==> config.mk <==
export PLATFORM = sky130hd
export DESIGN_NAME = rational_arithmetic_unit
export DESIGN_NICKNAME = d
export VERILOG_FILES = /design/src/rtl/core/rau_pkg.sv /design/src/rtl/core/rau_divider.sv /design/src/rtl/core/rau_multiplier.sv /design/src/rtl/core/rau_datapath.sv /design/src/rtl/core/rau_ctrl.sv /design/src/rtl/core/rational_arithmetic_unit.sv
export SDC_FILE = /design/constraint.sdc
export NUM_CORES = 2
export LEC_CHECK = 0
export CAP_MARGIN = 10
export CORE_ASPECT_RATIO = 0.9
export CORE_MARGIN = 2
export CORE_UTILIZATION = 55
export CTS_CLUSTER_DIAMETER = 80
export CTS_CLUSTER_SIZE = 30
export DETAILED_ROUTE_END_ITERATION = 8
export DONT_BUFFER_PORTS = 1
export PLACE_DENSITY = 0.7
export SLEW_MARGIN = 5
export SYNTH_ARGS = -nofsm -noshare
export SYNTH_HDL_FRONTEND = slang
export SYNTH_MEMORY_MAX_BITS = 65536
export SYNTH_SLANG_ARGS = --single-unit
export TNS_END_PERCENT = 5
==> constraint.sdc <==
create_clock -name i_clk -period 13.8 [get_ports i_clk]
set_input_delay 2.76 -clock i_clk [delete_from_list [all_inputs] [get_ports i_clk]]
set_output_delay 2.76 -clock i_clk [all_outputs]
set_load 0.03 [all_outputs]
==> src/rtl/core/rau_pkg.sv <==
package rau_pkg;

    localparam int WORD_WIDTH = 64;
    localparam int DCNT_W = $clog2(WORD_WIDTH);
    localparam int PC_W = 7;
    localparam int REG_N = 16;

    typedef logic [3:0] t_reg;
    typedef logic [3:0] t_act;
    typedef logic [3:0] t_cond;
    typedef logic [PC_W-1:0] t_pc;
    typedef logic [WORD_WIDTH-1:0] t_word;

    localparam t_reg REG_AN = 4'd0;
    localparam t_reg REG_AD = 4'd1;
    localparam t_reg REG_BN = 4'd2;
    localparam t_reg REG_BD = 4'd3;
    localparam t_reg REG_X  = 4'd4;
    localparam t_reg REG_Y  = 4'd5;
    localparam t_reg REG_Q  = 4'd6;
    localparam t_reg REG_R  = 4'd7;
    localparam t_reg REG_P  = 4'd8;
    localparam t_reg REG_G  = 4'd9;
    localparam t_reg REG_T1 = 4'd10;
    localparam t_reg REG_T2 = 4'd11;
    localparam t_reg REG_T3 = 4'd12;
    localparam t_reg REG_RN = 4'd13;
    localparam t_reg REG_RD = 4'd14;
    localparam t_reg REG_SP = 4'd15;

    localparam t_act A_NONE    = 4'd0;
    localparam t_act A_DIV     = 4'd1;
    localparam t_act A_MUL     = 4'd2;
    localparam t_act A_ADD     = 4'd3;
    localparam t_act A_SIGNA   = 4'd4;
    localparam t_act A_SMUL    = 4'd5;
    localparam t_act A_DIVZ    = 4'd6;
    localparam t_act A_CMPPRE  = 4'd7;
    localparam t_act A_CMPSTEP = 4'd8;
    localparam t_act A_END     = 4'd9;

    localparam t_cond C_NEXT    = 4'd0;
    localparam t_cond C_ALWAYS  = 4'd1;
    localparam t_cond C_ERR     = 4'd2;
    localparam t_cond C_MAKE    = 4'd3;
    localparam t_cond C_ADDSUB  = 4'd4;
    localparam t_cond C_MUL     = 4'd5;
    localparam t_cond C_DIV     = 4'd6;
    localparam t_cond C_CMPDONE = 4'd7;
    localparam t_cond C_BNZERO  = 4'd8;
    localparam t_cond C_OVF     = 4'd9;
    localparam t_cond C_YZERO   = 4'd10;

    localparam logic [2:0] MODE_MAKE = 3'd0;
    localparam logic [2:0] MODE_ADD  = 3'd1;
    localparam logic [2:0] MODE_SUB  = 3'd2;
    localparam logic [2:0] MODE_MUL  = 3'd3;
    localparam logic [2:0] MODE_DIV  = 3'd4;
    localparam logic [2:0] MODE_CMP  = 3'd5;

    localparam logic [2:0] STAT_OK    = 3'd0;
    localparam logic [2:0] STAT_ZDEN  = 3'd1;
    localparam logic [2:0] STAT_RANGE = 3'd2;
    localparam logic [2:0] STAT_OVF   = 3'd3;
    localparam logic [2:0] STAT_DIVZ  = 3'd4;

    localparam logic [1:0] ORD_LESS    = 2'd0;
    localparam logic [1:0] ORD_EQUAL   = 2'd1;
    localparam logic [1:0] ORD_GREATER = 2'd2;

    localparam t_pc L_CMPLOOP = 7'd17;
    localparam t_pc L_MK      = 7'd31;
    localparam t_pc L_ADD     = 7'd33;
    localparam t_pc L_DV      = 7'd59;
    localparam t_pc L_MU      = 7'd63;
    localparam t_pc L_FR      = 7'd93;
    localparam t_pc L_FIN     = 7'd95;
    localparam t_pc L_GCD     = 7'd96;
    localparam t_pc L_GRET    = 7'd100;
    localparam t_pc L_RED     = 7'd101;

    typedef struct packed {
        logic [2:0]         mode;
        logic signed [63:0] a_num;
        logic signed [63:0] a_den;
        logic signed [63:0] b_num;
        logic signed [63:0] b_den;
    } t_in;

    typedef struct packed {
        logic signed [63:0] res_num;
        logic [62:0]        res_den;
        logic [1:0]         order;
        logic [2:0]         status;
    } t_out;

    typedef struct packed {
        logic  mv_en;
        t_reg  dst;
        t_reg  src;
        t_act  act;
        t_cond cond;
        logic  call;
        logic  ret;
        t_pc   target;
    } t_uinst;

    typedef struct packed {
        logic load;
        logic mv_en;
        t_reg dst;
        t_reg src;
        t_act act;
    } t_cmd;

    typedef struct packed {
        logic err;
        logic mode_make;
        logic mode_addsub;
        logic mode_mul;
        logic mode_div;
        logic cmp_done;
        logic bn_zero;
        logic ovf;
        logic y_zero;
        logic unit_done;
    } t_stat;

    function automatic t_uinst mv(input t_reg d, input t_reg s);
        t_uinst u;
        u = '0;
        u.mv_en = 1'b1;
        u.dst = d;
        u.src = s;
        return u;
    endfunction

    function automatic t_uinst mvj(input t_reg d, input t_reg s, input t_pc t);
        t_uinst u;
        u = mv(d, s);
        u.cond = C_ALWAYS;
        u.target = t;
        return u;
    endfunction

    function automatic t_uinst mva(input t_reg d, input t_reg s, input t_act a);
        t_uinst u;
        u = mv(d, s);
        u.act = a;
        return u;
    endfunction

    function automatic t_uinst op(input t_act a);
        t_uinst u;
        u = '0;
        u.act = a;
        return u;
    endfunction

    function automatic t_uinst br(input t_cond c, input t_pc t);
        t_uinst u;
        u = '0;
        u.cond = c;
        u.target = t;
        return u;
    endfunction

    function automatic t_uinst call(input t_pc t);
        t_uinst u;
        u = '0;
        u.call = 1'b1;
        u.target = t;
        return u;
    endfunction

    function automatic t_uinst ret_op();
        t_uinst u;
        u = '0;
        u.ret = 1'b1;
        return u;
    endfunction

    function automatic t_uinst ucode(input t_pc pc);
        t_uinst u;
        u = op(A_END);
        case (pc)
            0:   u = br(C_ERR, L_FIN);
            1:   u = mv(REG_RN, REG_AN);
            2:   u = mv(REG_RD, REG_AD);
            3:   u = call(L_RED);
            4:   u = mv(REG_AN, REG_RN);
            5:   u = mv(REG_AD, REG_RD);
            6:   u = br(C_MAKE, L_MK);
            7:   u = mv(REG_RN, REG_BN);
            8:   u = mv(REG_RD, REG_BD);
            9:   u = call(L_RED);
            10:  u = mv(REG_BN, REG_RN);
            11:  u = mv(REG_BD, REG_RD);
            12:  u = br(C_ADDSUB, L_ADD);
            13:  u = br(C_MUL, L_MU);
            14:  u = br(C_DIV, L_DV);
            15:  u = op(A_CMPPRE);
            16:  u = br(C_CMPDONE, L_FIN);
            17:  u = mv(REG_X, REG_AN);
            18:  u = mv(REG_Y, REG_AD);
            19:  u = op(A_DIV);
            20:  u = mv(REG_T1, REG_Q);
            21:  u = mv(REG_T2, REG_R);
            22:  u = mv(REG_X, REG_BN);
            23:  u = mv(REG_Y, REG_BD);
            24:  u = op(A_DIV);
            25:  u = op(A_CMPSTEP);
            26:  u = br(C_CMPDONE, L_FIN);
            27:  u = mv(REG_AN, REG_BD);
            28:  u = mv(REG_BN, REG_AD);
            29:  u = mv(REG_AD, REG_R);
            30:  u = mvj(REG_BD, REG_T2, L_CMPLOOP);
            31:  u = mva(REG_RN, REG_AN, A_SIGNA);
            32:  u = mvj(REG_RD, REG_AD, L_FIN);
            33:  u = mv(REG_X, REG_AD);
            34:  u = mv(REG_Y, REG_BD);
            35:  u = call(L_GCD);
            36:  u = mv(REG_G, REG_X);
            37:  u = mv(REG_X, REG_AD);
            38:  u = mv(REG_Y, REG_G);
            39:  u = op(A_DIV);
            40:  u = mv(REG_T1, REG_Q);
            41:  u = mv(REG_X, REG_BD);
            42:  u = op(A_DIV);
            43:  u = mv(REG_T2, REG_Q);
            44:  u = mv(REG_X, REG_AN);
            45:  u = mv(REG_Y, REG_T2);
            46:  u = op(A_MUL);
            47:  u = mv(REG_T3, REG_P);
            48:  u = mv(REG_X, REG_BN);
            49:  u = mv(REG_Y, REG_T1);
            50:  u = op(A_MUL);
            51:  u = mv(REG_Y, REG_P);
            52:  u = mv(REG_X, REG_T3);
            53:  u = op(A_ADD);
            54:  u = mv(REG_RN, REG_P);
            55:  u = mv(REG_X, REG_T1);
            56:  u = mv(REG_Y, REG_BD);
            57:  u = op(A_MUL);
            58:  u = mvj(REG_RD, REG_P, L_FR);
            59:  begin
                u = br(C_BNZERO, L_FIN);
                u.act = A_DIVZ;
            end
            60:  u = mv(REG_T1, REG_BN);
            61:  u = mv(REG_BN, REG_BD);
            62:  u = mv(REG_BD, REG_T1);
            63:  u = mv(REG_X, REG_AN);
            64:  u = mv(REG_Y, REG_BD);
            65:  u = call(L_GCD);
            66:  u = mv(REG_G, REG_X);
            67:  u = mv(REG_X, REG_BN);
            68:  u = mv(REG_Y, REG_AD);
            69:  u = call(L_GCD);
            70:  u = mv(REG_T1, REG_X);
            71:  u = mv(REG_X, REG_AN);
            72:  u = mv(REG_Y, REG_G);
            73:  u = op(A_DIV);
            74:  u = mv(REG_T2, REG_Q);
            75:  u = mv(REG_X, REG_BN);
            76:  u = mv(REG_Y, REG_T1);
            77:  u = op(A_DIV);
            78:  u = mv(REG_Y, REG_Q);
            79:  u = mv(REG_X, REG_T2);
            80:  u = op(A_MUL);
            81:  u = mv(REG_RN, REG_P);
            82:  u = mv(REG_X, REG_AD);
            83:  u = mv(REG_Y, REG_T1);
            84:  u = op(A_DIV);
            85:  u = mv(REG_T2, REG_Q);
            86:  u = mv(REG_X, REG_BD);
            87:  u = mv(REG_Y, REG_G);
            88:  u = op(A_DIV);
            89:  u = mv(REG_Y, REG_Q);
            90:  u = mv(REG_X, REG_T2);
            91:  u = op(A_MUL);
            92:  begin
                u = mvj(REG_RD, REG_P, L_FR);
                u.act = A_SMUL;
            end
            93:  u = br(C_OVF, L_FIN);
            94:  u = call(L_RED);
            95:  u = op(A_END);
            96:  u = br(C_YZERO, L_GRET);
            97:  u = op(A_DIV);
            98:  u = mv(REG_X, REG_Y);
            99:  u = mvj(REG_Y, REG_R, L_GCD);
            100: u = ret_op();
            101: u = mv(REG_X, REG_RN);
            102: u = mv(REG_Y, REG_RD);
            103: u = call(L_GCD);
            104: u = mv(REG_G, REG_X);
            105: u = mv(REG_X, REG_RN);
            106: u = mv(REG_Y, REG_G);
            107: u = op(A_DIV);
            108: u = mv(REG_RN, REG_Q);
            109: u = mv(REG_X, REG_RD);
            110: u = op(A_DIV);
            111: u = mv(REG_RD, REG_Q);
            112: u = ret_op();
            default: u = op(A_END);
        endcase
        return u;
    endfunction

endpackage

==> src/rtl/core/rau_divider.sv <==
module rau_divider
    import rau_pkg::*;
(
    input  logic  i_clk,
    input  logic  i_rst_n,
    input  logic  i_start,
    input  t_word i_dividend,
    input  t_word i_divisor,
    output logic  o_done,
    output t_word o_quo,
    output t_word o_rem
);

    logic              r_busy, n_busy;
    logic              r_done, n_done;
    logic [DCNT_W-1:0] r_cnt, n_cnt;
    t_word             r_q, n_q;
    t_word             r_r, n_r;
    t_word             r_d, n_d;
    logic [WORD_WIDTH:0] trial;

    always_comb begin
        trial = {r_r, r_q[WORD_WIDTH-1]} - {1'b0, r_d};
        n_busy = r_busy;
        n_done = 1'b0;
        n_cnt = r_cnt;
        n_q = r_q;
        n_r = r_r;
        n_d = r_d;
        if (i_start) begin
            n_busy = 1'b1;
            n_cnt = '0;
            n_q = i_dividend;
            n_r = '0;
            n_d = i_divisor;
        end else if (r_busy) begin
            if (!trial[WORD_WIDTH]) begin
                n_r = trial[WORD_WIDTH-1:0];
                n_q = {r_q[WORD_WIDTH-2:0], 1'b1};
            end else begin
                n_r = {r_r[WORD_WIDTH-2:0], r_q[WORD_WIDTH-1]};
                n_q = {r_q[WORD_WIDTH-2:0], 1'b0};
            end
            n_cnt = r_cnt + DCNT_W'(1);
            if (r_cnt == DCNT_W'(WORD_WIDTH - 1)) begin
                n_busy = 1'b0;
                n_done = 1'b1;
            end
        end
    end

    always_ff @(posedge i_clk) begin
        if (!i_rst_n) begin
            r_busy <= 1'b0;
            r_done <= 1'b0;
            r_cnt <= '0;
        end else begin
            r_busy <= n_busy;
            r_done <= n_done;
            r_cnt <= n_cnt;
        end
        r_q <= n_q;
        r_r <= n_r;
        r_d <= n_d;
    end

    assign o_done = r_done;
    assign o_quo = r_q;
    assign o_rem = r_r;

endmodule

==> src/rtl/core/rau_multiplier.sv <==
module rau_multiplier
    import rau_pkg::*;
(
    input  logic  i_clk,
    input  logic  i_rst_n,
    input  logic  i_start,
    input  t_word i_x,
    input  t_word i_y,
    output logic  o_done,
    output t_word o_prod,
    output logic  o_ovf
);

    logic                      r_busy, n_busy;
    logic                      r_done, n_done;
    logic [DCNT_W-1:0]         r_cnt, n_cnt;
    logic [2*WORD_WIDTH-1:0]   r_acc, n_acc;
    t_word                     r_x, n_x;
    logic [WORD_WIDTH:0]       sum;

    always_comb begin
        sum = {1'b0, r_acc[2*WORD_WIDTH-1:WORD_WIDTH]}
            + (r_acc[0] ? {1'b0, r_x} : '0);
        n_busy = r_busy;
        n_done = 1'b0;
        n_cnt = r_cnt;
        n_acc = r_acc;
        n_x = r_x;
        if (i_start) begin
            n_busy = 1'b1;
            n_cnt = '0;
            n_acc = {{WORD_WIDTH{1'b0}}, i_y};
            n_x = i_x;
        end else if (r_busy) begin
            n_acc = {sum, r_acc[WORD_WIDTH-1:1]};
            n_cnt = r_cnt + DCNT_W'(1);
            if (r_cnt == DCNT_W'(WORD_WIDTH - 1)) begin
                n_busy = 1'b0;
                n_done = 1'b1;
            end
        end
    end

    always_ff @(posedge i_clk) begin
        if (!i_rst_n) begin
            r_busy <= 1'b0;
            r_done <= 1'b0;
            r_cnt <= '0;
        end else begin
            r_busy <= n_busy;
            r_done <= n_done;
            r_cnt <= n_cnt;
        end
        r_acc <= n_acc;
        r_x <= n_x;
    end

    assign o_done = r_done;
    assign o_prod = r_acc[WORD_WIDTH-1:0];
    assign o_ovf = |r_acc[2*WORD_WIDTH-1:WORD_WIDTH-1];

endmodule

==> src/rtl/core/rau_datapath.sv <==
module rau_datapath
    import rau_pkg::*;
(
    input  logic  i_clk,
    input  logic  i_rst_n,
    input  t_in   i_op,
    input  t_cmd  i_cmd,
    output t_stat o_stat,
    output t_out  o_res
);

    t_word      r_rf [REG_N];
    logic [2:0] r_mode;
    logic [2:0] r_err;
    logic       r_sa, r_sb, r_sr;
    logic       r_ovf, r_divz, r_cmp_done, r_flip;
    logic [1:0] r_order;

    logic       div_done, mul_done, mul_ovf;
    t_word      quo, rem, prod;

    t_word a_n, a_d, b_n, b_d;
    logic  a_zd, a_rg, b_zd, b_rg, use_b;
    logic [2:0] err_in;

    logic  add_s2, add_sr, add_ovf;
    logic [WORD_WIDTH:0] add_sum;
    t_word add_res;

    logic       na, nb, eq_all;
    logic [1:0] sx, sy;
    logic [1:0] pre_ord, step_ord;
    logic       pre_done, step_done;

    logic  have, neg;
    t_word num_w;
    logic [2:0] stat;

    function automatic t_word mag(input t_word v);
        return v[WORD_WIDTH-1] ? (~v + t_word'(1)) : v;
    endfunction

    function automatic logic [1:0] flip_ord(input logic [1:0] o, input logic f);
        logic [1:0] res;
        res = o;
        if (f && o == ORD_LESS) begin
            res = ORD_GREATER;
        end else if (f && o == ORD_GREATER) begin
            res = ORD_LESS;
        end
        return res;
    endfunction

    rau_divider u_div (
        .i_clk      (i_clk),
        .i_rst_n    (i_rst_n),
        .i_start    (i_cmd.act == A_DIV),
        .i_dividend (r_rf[REG_X]),
        .i_divisor  (r_rf[REG_Y]),
        .o_done     (div_done),
        .o_quo      (quo),
        .o_rem      (rem)
    );

    rau_multiplier u_mul (
        .i_clk   (i_clk),
        .i_rst_n (i_rst_n),
        .i_start (i_cmd.act == A_MUL),
        .i_x     (r_rf[REG_X]),
        .i_y     (r_rf[REG_Y]),
        .o_done  (mul_done),
        .o_prod  (prod),
        .o_ovf   (mul_ovf)
    );

    always_comb begin
        a_n = i_op.a_num[WORD_WIDTH-1:0];
        a_d = i_op.a_den[WORD_WIDTH-1:0];
        b_n = i_op.b_num[WORD_WIDTH-1:0];
        b_d = i_op.b_den[WORD_WIDTH-1:0];
        a_zd = (a_d == '0);
        a_rg = (a_n == {1'b1, {(WORD_WIDTH-1){1'b0}}})
            || (a_d == {1'b1, {(WORD_WIDTH-1){1'b0}}});
        b_zd = (b_d == '0);
        b_rg = (b_n == {1'b1, {(WORD_WIDTH-1){1'b0}}})
            || (b_d == {1'b1, {(WORD_WIDTH-1){1'b0}}});
        use_b = (i_op.mode inside {[MODE_ADD:MODE_CMP]});
        if (a_zd) begin
            err_in = STAT_ZDEN;
        end else if (a_rg) begin
            err_in = STAT_RANGE;
        end else if (use_b && b_zd) begin
            err_in = STAT_ZDEN;
        end else if (use_b && b_rg) begin
            err_in = STAT_RANGE;
        end else begin
            err_in = STAT_OK;
        end
    end

    always_comb begin
        add_s2 = r_sb ^ (r_mode == MODE_SUB);
        add_sum = {1'b0, r_rf[REG_X]} + {1'b0, r_rf[REG_Y]};
        add_ovf = 1'b0;
        if (r_sa == add_s2) begin
            add_sr = r_sa;
            add_res = add_sum[WORD_WIDTH-1:0];
            add_ovf = add_sum[WORD_WIDTH] | add_sum[WORD_WIDTH-1];
        end else if (r_rf[REG_X] >= r_rf[REG_Y]) begin
            add_sr = r_sa;
            add_res = r_rf[REG_X] - r_rf[REG_Y];
        end else begin
            add_sr = add_s2;
            add_res = r_rf[REG_Y] - r_rf[REG_X];
        end
    end

    always_comb begin
        na = r_sa && (r_rf[REG_AN] != '0);
        nb = r_sb && (r_rf[REG_BN] != '0);
        eq_all = (na == nb) && (r_rf[REG_AN] == r_rf[REG_BN])
            && (r_rf[REG_AD] == r_rf[REG_BD]);
        sx = (r_rf[REG_AN] == '0) ? 2'd1 : (na ? 2'd0 : 2'd2);
        sy = (r_rf[REG_BN] == '0) ? 2'd1 : (nb ? 2'd0 : 2'd2);
        pre_done = 1'b1;
        if (eq_all) begin
            pre_ord = ORD_EQUAL;
        end else if (sx != sy) begin
            pre_ord = (sx < sy) ? ORD_LESS : ORD_GREATER;
        end else if (sx == 2'd1) begin
            pre_ord = ORD_EQUAL;
        end else begin
            pre_ord = ORD_EQUAL;
            pre_done = 1'b0;
        end

        step_done = 1'b1;
        if (r_rf[REG_T1] != r_rf[REG_Q]) begin
            step_ord = (r_rf[REG_T1] < r_rf[REG_Q]) ? ORD_LESS : ORD_GREATER;
        end else if (r_rf[REG_T2] == '0 && r_rf[REG_R] == '0) begin
            step_ord = ORD_EQUAL;
        end else if (r_rf[REG_T2] == '0) begin
            step_ord = ORD_LESS;
        end else if (r_rf[REG_R] == '0) begin
            step_ord = ORD_GREATER;
        end else begin
            step_ord = ORD_EQUAL;
            step_done = 1'b0;
        end
    end

    always_ff @(posedge i_clk) begin
        if (!i_rst_n) begin
            r_ovf <= 1'b0;
            r_divz <= 1'b0;
            r_cmp_done <= 1'b0;
            r_order <= ORD_LESS;
            r_err <= STAT_OK;
        end else if (i_cmd.load) begin
            r_ovf <= 1'b0;
            r_divz <= 1'b0;
            r_cmp_done <= 1'b0;
            r_order <= ORD_LESS;
            r_err <= err_in;
        end else begin
            if (mul_done && mul_ovf) begin
                r_ovf <= 1'b1;
            end
            case (i_cmd.act)
                A_ADD: begin
                    if (add_ovf) begin
                        r_ovf <= 1'b1;
                    end
                end
                A_DIVZ: begin
                    r_divz <= (r_rf[REG_BN] == '0);
                end
                A_CMPPRE: begin
                    r_cmp_done <= pre_done;
                    r_order <= pre_ord;
                end
                A_CMPSTEP: begin
                    r_cmp_done <= step_done;
                    r_order <= flip_ord(step_ord, r_flip);
                end
                default: begin
                end
            endcase
        end
    end

    always_ff @(posedge i_clk) begin
        if (i_cmd.load) begin
            r_mode <= i_op.mode;
            r_rf[REG_AN] <= mag(a_n);
            r_rf[REG_AD] <= mag(a_d);
            r_rf[REG_BN] <= mag(b_n);
            r_rf[REG_BD] <= mag(b_d);
            r_sa <= a_n[WORD_WIDTH-1] ^ a_d[WORD_WIDTH-1];
            r_sb <= b_n[WORD_WIDTH-1] ^ b_d[WORD_WIDTH-1];
            r_sr <= 1'b0;
        end else begin
            if (i_cmd.mv_en) begin
                r_rf[i_cmd.dst] <= r_rf[i_cmd.src];
            end
            if (div_done) begin
                r_rf[REG_Q] <= quo;
                r_rf[REG_R] <= rem;
            end
            if (mul_done) begin
                r_rf[REG_P] <= prod;
            end
            case (i_cmd.act)
                A_ADD: begin
                    r_rf[REG_P] <= add_res;
                    r_sr <= add_sr;
                end
                A_SIGNA: r_sr <= r_sa;
                A_SMUL:  r_sr <= r_sa ^ r_sb;
                A_CMPPRE: r_flip <= (sx == 2'd0);
                default: begin
                end
            endcase
        end
    end

    always_comb begin
        if (r_err != STAT_OK) begin
            stat = r_err;
        end else if (r_divz) begin
            stat = STAT_DIVZ;
        end else if (r_ovf) begin
            stat = STAT_OVF;
        end else begin
            stat = STAT_OK;
        end
        have = (stat == STAT_OK) && (r_mode != MODE_CMP);
        neg = r_sr && (r_rf[REG_RN] != '0);
        num_w = neg ? (t_word'(0) - r_rf[REG_RN]) : r_rf[REG_RN];
        o_res.res_num = have ? 64'(signed'(num_w)) : '0;
        o_res.res_den = have ? 63'(r_rf[REG_RD]) : '0;
        o_res.order = (r_mode == MODE_CMP) ? r_order : ORD_LESS;
        o_res.status = stat;
    end

    always_comb begin
        o_stat.err = (r_err != STAT_OK);
        o_stat.mode_make = !(r_mode inside {[MODE_ADD:MODE_CMP]});
        o_stat.mode_addsub = (r_mode == MODE_ADD) || (r_mode == MODE_SUB);
        o_stat.mode_mul = (r_mode == MODE_MUL);
        o_stat.mode_div = (r_mode == MODE_DIV);
        o_stat.cmp_done = r_cmp_done;
        o_stat.bn_zero = (r_rf[REG_BN] == '0);
        o_stat.ovf = r_ovf;
        o_stat.y_zero = (r_rf[REG_Y] == '0);
        o_stat.unit_done = div_done | mul_done;
    end

endmodule

==> src/rtl/core/rau_ctrl.sv <==
module rau_ctrl
    import rau_pkg::*;
(
    input  logic  i_clk,
    input  logic  i_rst_n,
    input  logic  start,
    input  t_stat i_stat,
    output t_cmd  o_cmd,
    output logic  busy,
    output logic  o_valid
);

    localparam logic [1:0] S_IDLE = 2'd0;
    localparam logic [1:0] S_EXEC = 2'd1;
    localparam logic [1:0] S_WAIT = 2'd2;
    localparam logic [1:0] S_DONE = 2'd3;

    logic [1:0] r_state, n_state;
    t_pc        r_pc, n_pc;
    t_pc        r_ret0, n_ret0;
    t_pc        r_ret1, n_ret1;
    t_uinst     u;
    logic       taken;
    t_pc        pc_inc;

    always_comb begin
        u = ucode(r_pc);
        pc_inc = r_pc + t_pc'(1);
        case (u.cond)
            C_NEXT:    taken = 1'b0;
            C_ALWAYS:  taken = 1'b1;
            C_ERR:     taken = i_stat.err;
            C_MAKE:    taken = i_stat.mode_make;
            C_ADDSUB:  taken = i_stat.mode_addsub;
            C_MUL:     taken = i_stat.mode_mul;
            C_DIV:     taken = i_stat.mode_div;
            C_CMPDONE: taken = i_stat.cmp_done;
            C_BNZERO:  taken = i_stat.bn_zero;
            C_OVF:     taken = i_stat.ovf;
            C_YZERO:   taken = i_stat.y_zero;
            default:   taken = 1'b0;
        endcase

        o_cmd = '0;
        n_state = r_state;
        n_pc = r_pc;
        n_ret0 = r_ret0;
        n_ret1 = r_ret1;
        case (r_state)
            S_IDLE: begin
                if (start) begin
                    o_cmd.load = 1'b1;
                    n_pc = '0;
                    n_state = S_EXEC;
                end
            end
            S_EXEC: begin
                o_cmd.mv_en = u.mv_en;
                o_cmd.dst = u.dst;
                o_cmd.src = u.src;
                o_cmd.act = u.act;
                if (u.act == A_DIV || u.act == A_MUL) begin
                    n_state = S_WAIT;
                end else if (u.act == A_END) begin
                    n_state = S_DONE;
                end else if (u.call) begin
                    n_ret1 = r_ret0;
                    n_ret0 = pc_inc;
                    n_pc = u.target;
                end else if (u.ret) begin
                    n_pc = r_ret0;
                    n_ret0 = r_ret1;
                end else if (taken) begin
                    n_pc = u.target;
                end else begin
                    n_pc = pc_inc;
                end
            end
            S_WAIT: begin
                if (i_stat.unit_done) begin
                    n_pc = pc_inc;
                    n_state = S_EXEC;
                end
            end
            S_DONE: begin
                n_state = S_IDLE;
            end
            default: begin
                n_state = S_IDLE;
            end
        endcase
    end

    always_ff @(posedge i_clk) begin
        if (!i_rst_n) begin
            r_state <= S_IDLE;
            r_pc <= '0;
            r_ret0 <= '0;
            r_ret1 <= '0;
        end else begin
            r_state <= n_state;
            r_pc <= n_pc;
            r_ret0 <= n_ret0;
            r_ret1 <= n_ret1;
        end
    end

    assign busy = (r_state != S_IDLE);
    assign o_valid = (r_state == S_DONE);

    a_done_one_cycle: assert property (@(posedge i_clk) disable iff (!i_rst_n)
        (r_state == S_DONE) |=> (r_state == S_IDLE))
        else $error("Result strobe lasted more than one cycle.");

    a_unit_done_waits: assert property (@(posedge i_clk) disable iff (!i_rst_n)
        i_stat.unit_done |-> (r_state == S_WAIT))
        else $error("Arithmetic unit finished while the sequencer was not waiting.");

    a_start_entry: assert property (@(posedge i_clk) disable iff (!i_rst_n)
        (start && !busy) |=> (r_state == S_EXEC && r_pc == '0))
        else $error("Accepted word did not start the program at its entry.");

endmodule

==> src/rtl/core/rational_arithmetic_unit.sv <==
// Channel   Direction  Handshake            Payload
// command   in         start high, busy low i_op  (t_in)
// result    out        o_valid, one cycle   o_res (t_out)
//
// One word is worked on at a time; busy stays high from acceptance until the result strobe.
// Each division or product runs on the single shared divider or multiplier while the sequencer waits;
// an operand error branches to the end at the first program step, and other items take longer
// the more division and product steps their GCDs need.
// The synchronous reset returns the sequencer to idle; no word is in flight after it.
// The receiver cannot stall: o_valid is high for exactly one cycle per accepted word.
module rational_arithmetic_unit
    import rau_pkg::*;
(
    input  logic i_clk,
    input  logic i_rst_n,
    input  logic start,
    input  t_in  i_op,
    output logic busy,
    output logic o_valid,
    output t_out o_res
);

    t_cmd  cmd;
    t_stat stat;

    rau_ctrl u_ctrl (
        .i_clk   (i_clk),
        .i_rst_n (i_rst_n),
        .start   (start),
        .i_stat  (stat),
        .o_cmd   (cmd),
        .busy    (busy),
        .o_valid (o_valid)
    );

    rau_datapath u_dp (
        .i_clk   (i_clk),
        .i_rst_n (i_rst_n),
        .i_op    (i_op),
        .i_cmd   (cmd),
        .o_stat  (stat),
        .o_res   (o_res)
    );

endmodule

==> run metrics <==
status completed; root buffer cell clkbuf_16; Hold/Removal Path Class reg -> reg; area growth from synthesis to layout 5.901%; GRT Util Overall 43.39%; Post-synth EDFFs 1286; most common cell after layout, fill and taps aside edfxtp_1; Max H-tree Level 3; register area share after synthesis 45.07%; layout cell share with drive strength beyond 1 8.283%; vias in the first global route 76730; flops & latches, synth 1487; logic gate share of total power 15.3%; commonest non-fill, non-tap cells in the layout edfxtp_1 (1286), o21ai_0 (1104), nand2_1 (1068); DRT Pass-1 Iters 6; Pint 6.888 mW; Num CTS Buffers 85; Initial Util 55.33%; largest net degree at the start of global routing 132; area share of the largest cell type after synthesis 40.82%; number of placement rows 144; clk_skew 0.05266 ns; clock sinks 1487; HPWL after detailed placement 302.9 mm; Layout Cell Area excl Fill 0.1002 mm²; Clock Latency Late Sink 0.80 ns; Final Hold Viols 0; final net count 10250; Die X 441.2 µm; CTS tree built; drt first-iter violations 12750; area leader, netlist edfxtp_1; syn nets 10590; post-synthesis mux area share 6.079%; DRT Wirelength 394.4 mm; worst endpoint required time 11.04 ns; Synth Instances 9914; fin crit share 70.03%; final core utilization 58.60%; RSZ-0062 raised after global routing false; CP max stage cell or3_1; Clock power frac 32.4%; PwrDens 99.51 mW/mm²; Worst EP arrival 6.90 ns; Synth Area in Simple Gates 14.06%; input/output buffers 0; Reg clk slew, reported paths 0.11 ns; grt ovf 0; DR vias 83060; post-synthesis cell area 0.09461 mm²; post-route minimum period 9.664 ns; Slew Limit Headroom 4.443%; Net Switching 3.082 mW; DR WL/cell 33.08 µm; Worst Tran Pin Value 1.423 ns; max-slew violation count 0; Fmax achieved 103.5 MHz; CP Max Fanout 45; YS warnings 0; Avg Cell Area, Syn 9.543 µm²; worst path cell trace or4_1 > or3_4 > or3_4 > nand2b_4 > nor2_1 > nand3_1 > or4_4 > or4_1 > or3_1 > o31a_2 > buf_4 > o31ai_1 > xor2_1 > nor2_1; Net Sw Frac 30.91%; cts hold-fix bufs 0; Reg power frac 52.3%; chip height 397.5 µm; area post-placement 0.09692 mm²; synth unique cells 93; setup TNS 0 ns; die footprint 0.1754 mm²; startpoint types register; final setup fails 0; core area 0.1710 mm²; CTS max path bufs 3; # resized after CTS 0; XOR/XNOR Fraction of Synth Area 5.749%; Post-CTS Setup Inserts 0; slowest cell delay on critical path 0.63 ns; post-synthesis compound-gate area fraction 19.46%; DRC Markers 0; Max VDD drop 0.0001075 V; Post-Synth Adder-Cell Area 5.488%; FFs w/ async S/R, synth 0%; GPL Wtd Cong 1.076; largest family of logic cells by synthesized area compound AO/OA/AOI/OAI gates; initial antenna violation count 23; static leakage 36.51 nW; endpoint class of the critical path primary output; max_cap viols 0; Post-DRT Antenna Nets 0; top area cells in the synthesized netlist edfxtp_1 (41%), o21ai_0 (5.9%), ha_1 (5.4%), nand2_1 (4.3%), dfxtp_1 (4.3%); I/O pin cnt 396; top_reg_cell synth edfxtp_1; Worst Path Class, Setup reg -> out; vias per cell 6.966; first-pass GRT wire length 551.7 mm
## per-layer routing
metal  up-vias  part of all wire (%)  GRT usage, %
met5         -                 0.024             0
met4        14                   7.0         24.73
met3      1083                    12         10.65
met2      5616                    44         65.22
met1     40460                    38         57.16
li1      35890                     -             -
## power by group through the flow
stage	clock, mW	combinational [mW]	sequential (mW)
after global routing	3.37	1.60	5.22
after global placement	0	1.45	5.30
final	3.23	1.52	5.21
after CTS	3.23	1.47	5.20
after floorplan	0	0.979	5.23
after detailed placement	0	1.46	5.30
## path summary, 6_finish.rpt
check                                       start  cells after the start          endpoint  slack [ns]
worst max-delay path            u_dp.r_rf[13][10]                     14         o_res[71]        4.14
worst min-delay path             u_ctrl.r_ret1[6]                      2  u_ctrl.r_ret1[6]        0.47
worst max register to register   u_dp.r_rf[4][25]                     15  u_dp.r_rf[8][52]        6.56
worst min register to register   u_ctrl.r_ret1[6]                      2  u_ctrl.r_ret1[6]        0.47
## layout make-up
cell class / instances / area [µm²]
antenna: 15 / 37.54
clock buffer: 93 / 2210
clock inverter: 64 / 1027
fill: 14780 / 70790
inverter: 409 / 1538
multi-input combinational: 7397 / 48390
sequential: 1487 / 42650
tap: 2263 / 2831
timing repair buffer: 196 / 1509
## flip-flops by register name, indices dropped and copies added, names as in the netlist, 7 cells and up
register and cells:
u_dp.u_mul.r_acc 128, u_dp.u_div.o_rem 64, u_dp.r_rf 1024, u_ctrl.u 26, u_ctrl.r_ret1 7, u_dp.u_div.o_quo 64, u_dp.u_mul.r_x 64, u_dp.u_div.r_d 64
u_ctrl.r_ret0 7, u_ctrl.r_pc 7
## critical path: cells and delay by family, from the launching register on
| family | cells | cell delay [ns] |
|---|---|---|
| compound gates | 2 | 0.66 |
| simple gates | 10 | 4.43 |
| flops | 1 | 0.48 |
| xor+xnor | 1 | 0.13 |
| buf+inv | 1 | 0.30 |
## cell usage after synthesis, types with 61 or more instances
cell	instances
nand2_1	1082
a22oi_1	79
edfxtp_1	1286
a21oi_1	774
buf_1	63
xor2_1	364
a221oi_1	152
nor4_1	159
o21ai_0	1106
mux2_2	317
a21o_1	174
nand3_1	113
o21bai_1	98
nor3_1	103
o31ai_1	123
inv_1	405
a31oi_1	61
nor2_1	659
nand4_1	132
and2_1	151
xnor2_1	257
or4_1	62
dfxtp_1	201
or3_1	106
ha_1	407
clkbuf_1	552
nand2b_1	63
mux2i_1	218
## cell families (layout without fill, tap and decap cells)
logic type | count (synthesis) | in the layout
AOI/OAI and AO/OA | 3006 | 3006
and+or+nand+nor | 2823 | 2823
DFF | 1487 | 1487
buffers and inverters | 1030 | 762
xor gates and xnor gates | 621 | 621
muxes | 535 | 535
adders and majority gates | 412 | 412
other | 0 | 15
## through the flow
stage | setup WS, ns | total power [mW] | instances | hold slack [ns]
6_report | 4.136 | 9.970 | 11920 | 0.4689
5_1_grt | 4.093 | 10.18 | 11910 | 0.4831
4_1_cts | 4.293 | 9.900 | 11910 | 0.4683
3_5_place_dp | 5.154 | 6.766 | 11750 | 0.4560
3_3_place_gp | 5.215 | 6.749 | 11750 | 0.4430
2_1_floorplan | 5.293 | 6.211 | 9914 | 0.4275
(Power assumes the default switching activity.)
